## config.mk

```make
export PLATFORM = sky130hd
export DESIGN_NAME = cfm_ram
export DESIGN_NICKNAME = d
export VERILOG_FILES = /design/src/hdl/crest_factor_meter_macros.svh /design/src/hdl/cfm_ram.sv
export SDC_FILE = /design/constraint.sdc
export NUM_CORES = 1
export LEC_CHECK = 0
export BUFFER_PORTS_ARGS = -buffer_cell sky130_fd_sc_hd__buf_4
export CORE_ASPECT_RATIO = 1.75
export CORE_UTILIZATION = 53
export CTS_CLUSTER_SIZE = 14
export DETAILED_ROUTE_END_ITERATION = 8
export HOLD_SLACK_MARGIN = 0.08
export PLACE_DENSITY = 0.81
export REMOVE_ABC_BUFFERS = 1
export SYNTH_ARGS = -nofsm -noshare
export SYNTH_HDL_FRONTEND = slang
export SYNTH_SLANG_ARGS = --single-unit
```

## constraint.sdc

```tcl
create_clock -name clk -period 2 [get_ports clk]
set_clock_uncertainty 0.2 [all_clocks]
set_input_delay 0.3 -clock clk [delete_from_list [all_inputs] [get_ports clk]]
set_output_delay 0.3 -clock clk [all_outputs]
set_load 0.03 [all_outputs]
```

## src/hdl/crest_factor_meter_macros.svh

```systemverilog
// Assertion macros for the crest factor meter.
// Define NO_ASSERTIONS to compile them out.
`ifndef CREST_FACTOR_METER_MACROS_SVH
`define CREST_FACTOR_METER_MACROS_SVH
`ifndef NO_ASSERTIONS
`define CFM_ASSERT_IMP(label, clk, rst, a, c) \
  label: assert property (@(posedge clk) disable iff (rst) (a) |-> (c)) else $error("%m");
`define CFM_ASSERT_NXT(label, clk, rst, a, c) \
  label: assert property (@(posedge clk) disable iff (rst) (a) |=> (c)) else $error("%m");
`else
`define CFM_ASSERT_IMP(label, clk, rst, a, c)
`define CFM_ASSERT_NXT(label, clk, rst, a, c)
`endif
`endif

```

## src/hdl/cfm_ram.sv

```systemverilog
// Generic single-port RAM with registered read.
// No dependencies.
module cfm_ram #(
  parameter int WIDTH = 8,
  parameter int DEPTH = 16
) (
  input  logic                     clk,
  input  logic                     we,
  input  logic [$clog2(DEPTH)-1:0] addr,
  input  logic [WIDTH-1:0]         wdata,
  output logic [WIDTH-1:0]         rdata
);
  logic [WIDTH-1:0] mem [DEPTH];
  always_ff @(posedge clk) begin
    if (we) mem[addr] <= wdata;
    rdata <= mem[addr];
  end
endmodule

```

==> out/metrics.yaml <==
status: "completed"
worstMarginPinSlew_ns: 0.662
r2r_cells: 3
critPathTopFamily: "multiplexers"
async_flop_share_pct: 0
cts_tree: "done"
sw_frac_of_total_pct: 19.5
ys.warnings.count: 0
power_frac_clock_pct: 47.1
layout.nets: 308
p_leak_nw: 2.11
place_congestion: 0.783
postLayoutCellArea_um2: 6240
ys_ff_latch: 136
core_area_um2: 9150
pin_count: 22
dpl-instance-area_um2: 5540
ant_nets: 0
power.density_nw_per_um2: 1090
synth_edf_count: 128
clk-insertion-delay-late_ns: 0.41
grt_pass1_wl_mm: 15.7
clk_pin_slew_ns: 0.06
fmax_mhz: 645
dr.pass1.iters: 5
drv_cap: 0
critical_path_buf_inv_count: 0
reg2reg_from: "mem[3][7]"
num-fill-cells: 526
cp-startpoint: "mem[3][7]"
synth_top_area_share_pct: 75.9
r2r_end: "rdata[7]"
cts_setup_buffers: 0
synth.distinct_cells: 18
rows: 46
drt-initial-drc-count: 263
maxSlewViolCount: 0
finalHoldViolCount: 0
syn_area_per_cell_um2: 22.0
endpoint: "rdata[7]"
drive_above_1_share_pct: 36.2
crit_cells: 3
comb_power_share_pct: 5.6
cts_buffer_depth: 2
regToRegSetupSlack_ns: 0.45
min_period_ns: 1.55
worstSetupStartpointType: "register"
seqPwrFrac_pct: 47.3
die_area_um2: 9970
drt_wl_total_mm: 10.2
synth_cells: 230
synth_flop_cell: "edfxtp_1"
required_ns: 2.09
place_ws_ns: 0.0661
syn_to_final_growth_pct: 23.2
yosysTopAreaCell: "edfxtp_1"
worstHoldPathType: "primary input to register"
cp-end-kind: "register"
clock-sinks: 136
drt-wirelength-per-cell_um: 23.9
port_buffers: 21
internal_power_mw: 5.46
yosysMostFrequentCell: "edfxtp_1"
htreeDepth: 4
critPathMaxFanout: 1
vias_per_cell: 5.93
cts_root_buf: "clkbuf_16"
antenna_cells: 0
dpl.hpwl_mm: 6.52
switchingPower_mw: 1.33
worst_slack_ns: 0.449
fin_setup_tns_ns: 0
die_w_um: 75.9
syn_area_um2: 5070
grt.total_usage_pct: 22.7
ys_seq_area_share_pct: 79.0
die_y_um: 131
post-route-period-util_pct: 77.5
ir_drop_mv: 0.789
path_cells: "mux4_2, a22oi_1, nand2_1"
dr_total_vias: 2532
maxSlewHeadroom_pct: 55.7
start_util_pct: 55.4
gr-total-overflow: 0
finalSetupViolations: 0
grt_pass1_vias: 2688
synth_common_cells: "edfxtp_1 (128), mux4_2 (32), a22oi_1 (16)"
antenna_found_initial: 0
synth.top_cells.by_area: "edfxtp_1 (76%), mux4_2 (14%), dfxtp_1 (3.2%)"
drcViolationCount: 0
critPathArrivalTime_ns: 1.64
criticalPathCategory: "register to register"
critical_path.slowest_cell: "mux4_2"
grt_max_degree: 17
cts_buffers: 17
rsz0062_at_grt: "no"
critPathMaxStageDelay_ns: 0.49
## cells in the final DEF (no fill, tap or decap), types with 2 or more instances in the layout
cell type | synthesis | layout
clkbuf_16 | 0 | 17
clkinv_2 | 0 | 3
nor3_1 | 4 | 4
nand2b_1 | 2 | 2
bufinv_16 | 0 | 4
edfxtp_1 | 128 | 128
buf_4 | 0 | 46
buf_12 | 0 | 2
mux4_2 | 32 | 32
a22oi_1 | 16 | 16
nor2b_1 | 2 | 2
dlygate4sd3_1 | 0 | 8
nor2_1 | 13 | 13
dfxtp_1 | 8 | 8
nand3b_1 | 2 | 2
nand2_1 | 9 | 9
clkinvlp_4 | 0 | 4
## power by group through the flow
stage / sequential (mW) / clock [mW] / combinational (mW)
final: 3.21 / 3.20 / 0.379
after global routing: 3.21 / 3.36 / 0.399
after CTS: 3.21 / 3.23 / 0.381
after detailed placement: 3.27 / 0 / 0.360
after global placement: 3.26 / 0 / 0.351
after floorplan: 3.30 / 0 / 0.131
## worst reg2reg max path, cell delays in order, from the launching register on
cell      delay (ns)
edfxtp_1        0.37
mux4_2          0.49
a22oi_1         0.27
nand2_1         0.10
## metrics by stage
stage / std cells / util (%) / hold WS, ns / power [mW]
final: 427 / 68.2 / 0.315 / 6.79
after global routing: 427 / 68.2 / 0.331 / 6.97
after CTS: 427 / 68.2 / 0.298 / 6.82
after detailed placement: 387 / 60.6 / 0.414 / 3.63
after global placement: 387 / 60.6 / 0.407 / 3.62
after floorplan: 219 / - / 0.199 / 3.43
## flip-flops by register name (all words and copies together), names as in the netlist
register  cells
rdata         8
mem         128
## how the worst min path moves through the flow
stage	start	to	slack, ns	depth (start not counted)
4_1_cts	addr[3]	rdata[2]	0.30	5
6_report	addr[2]	rdata[5]	0.32	5
3_5_place_dp	wdata[4]	mem[8][4]	0.41	1
5_1_grt	addr[3]	rdata[2]	0.33	5
2_1_floorplan	wdata[0]	mem[0][0]	0.20	0
3_3_place_gp	wdata[2]	mem[6][2]	0.41	1
## layer usage
metal	vias up	share of wire (%)	global-route usage (%)
met5	-	0	0
met4	0	2.5	12.2
met3	19	5.4	5.97
met2	108	56	39.2
met1	1315	36	25.5
li1	1090	-	-
## cells by family after synthesis
group | count (synthesis) | synth area share (%)
multiplexers | 32 | 14.2
flip-flops | 136 | 79.0
AO/OA/AOI/OAI | 16 | 2.37
AND/OR/NAND/NOR | 35 | 3.21
buffers and inverters | 11 | 1.19
## what timing repair did
item | in CTS | in global routing
gates resized for setup | 0 | 0
endpoints found under the hold margin | 128 | 0
hold buffers | 8 | 0
## final cells by class
type	count	area [um2]	share of cell area, %
clock buffer	19	443	7.09
clock inverter	13	178	2.85
multi-input combinational	83	1000	16.1
sequential	136	4000	64.1
tap	120	150	2.40
timing repair buffer	56	465	7.45
(Power assumes the default switching activity.)
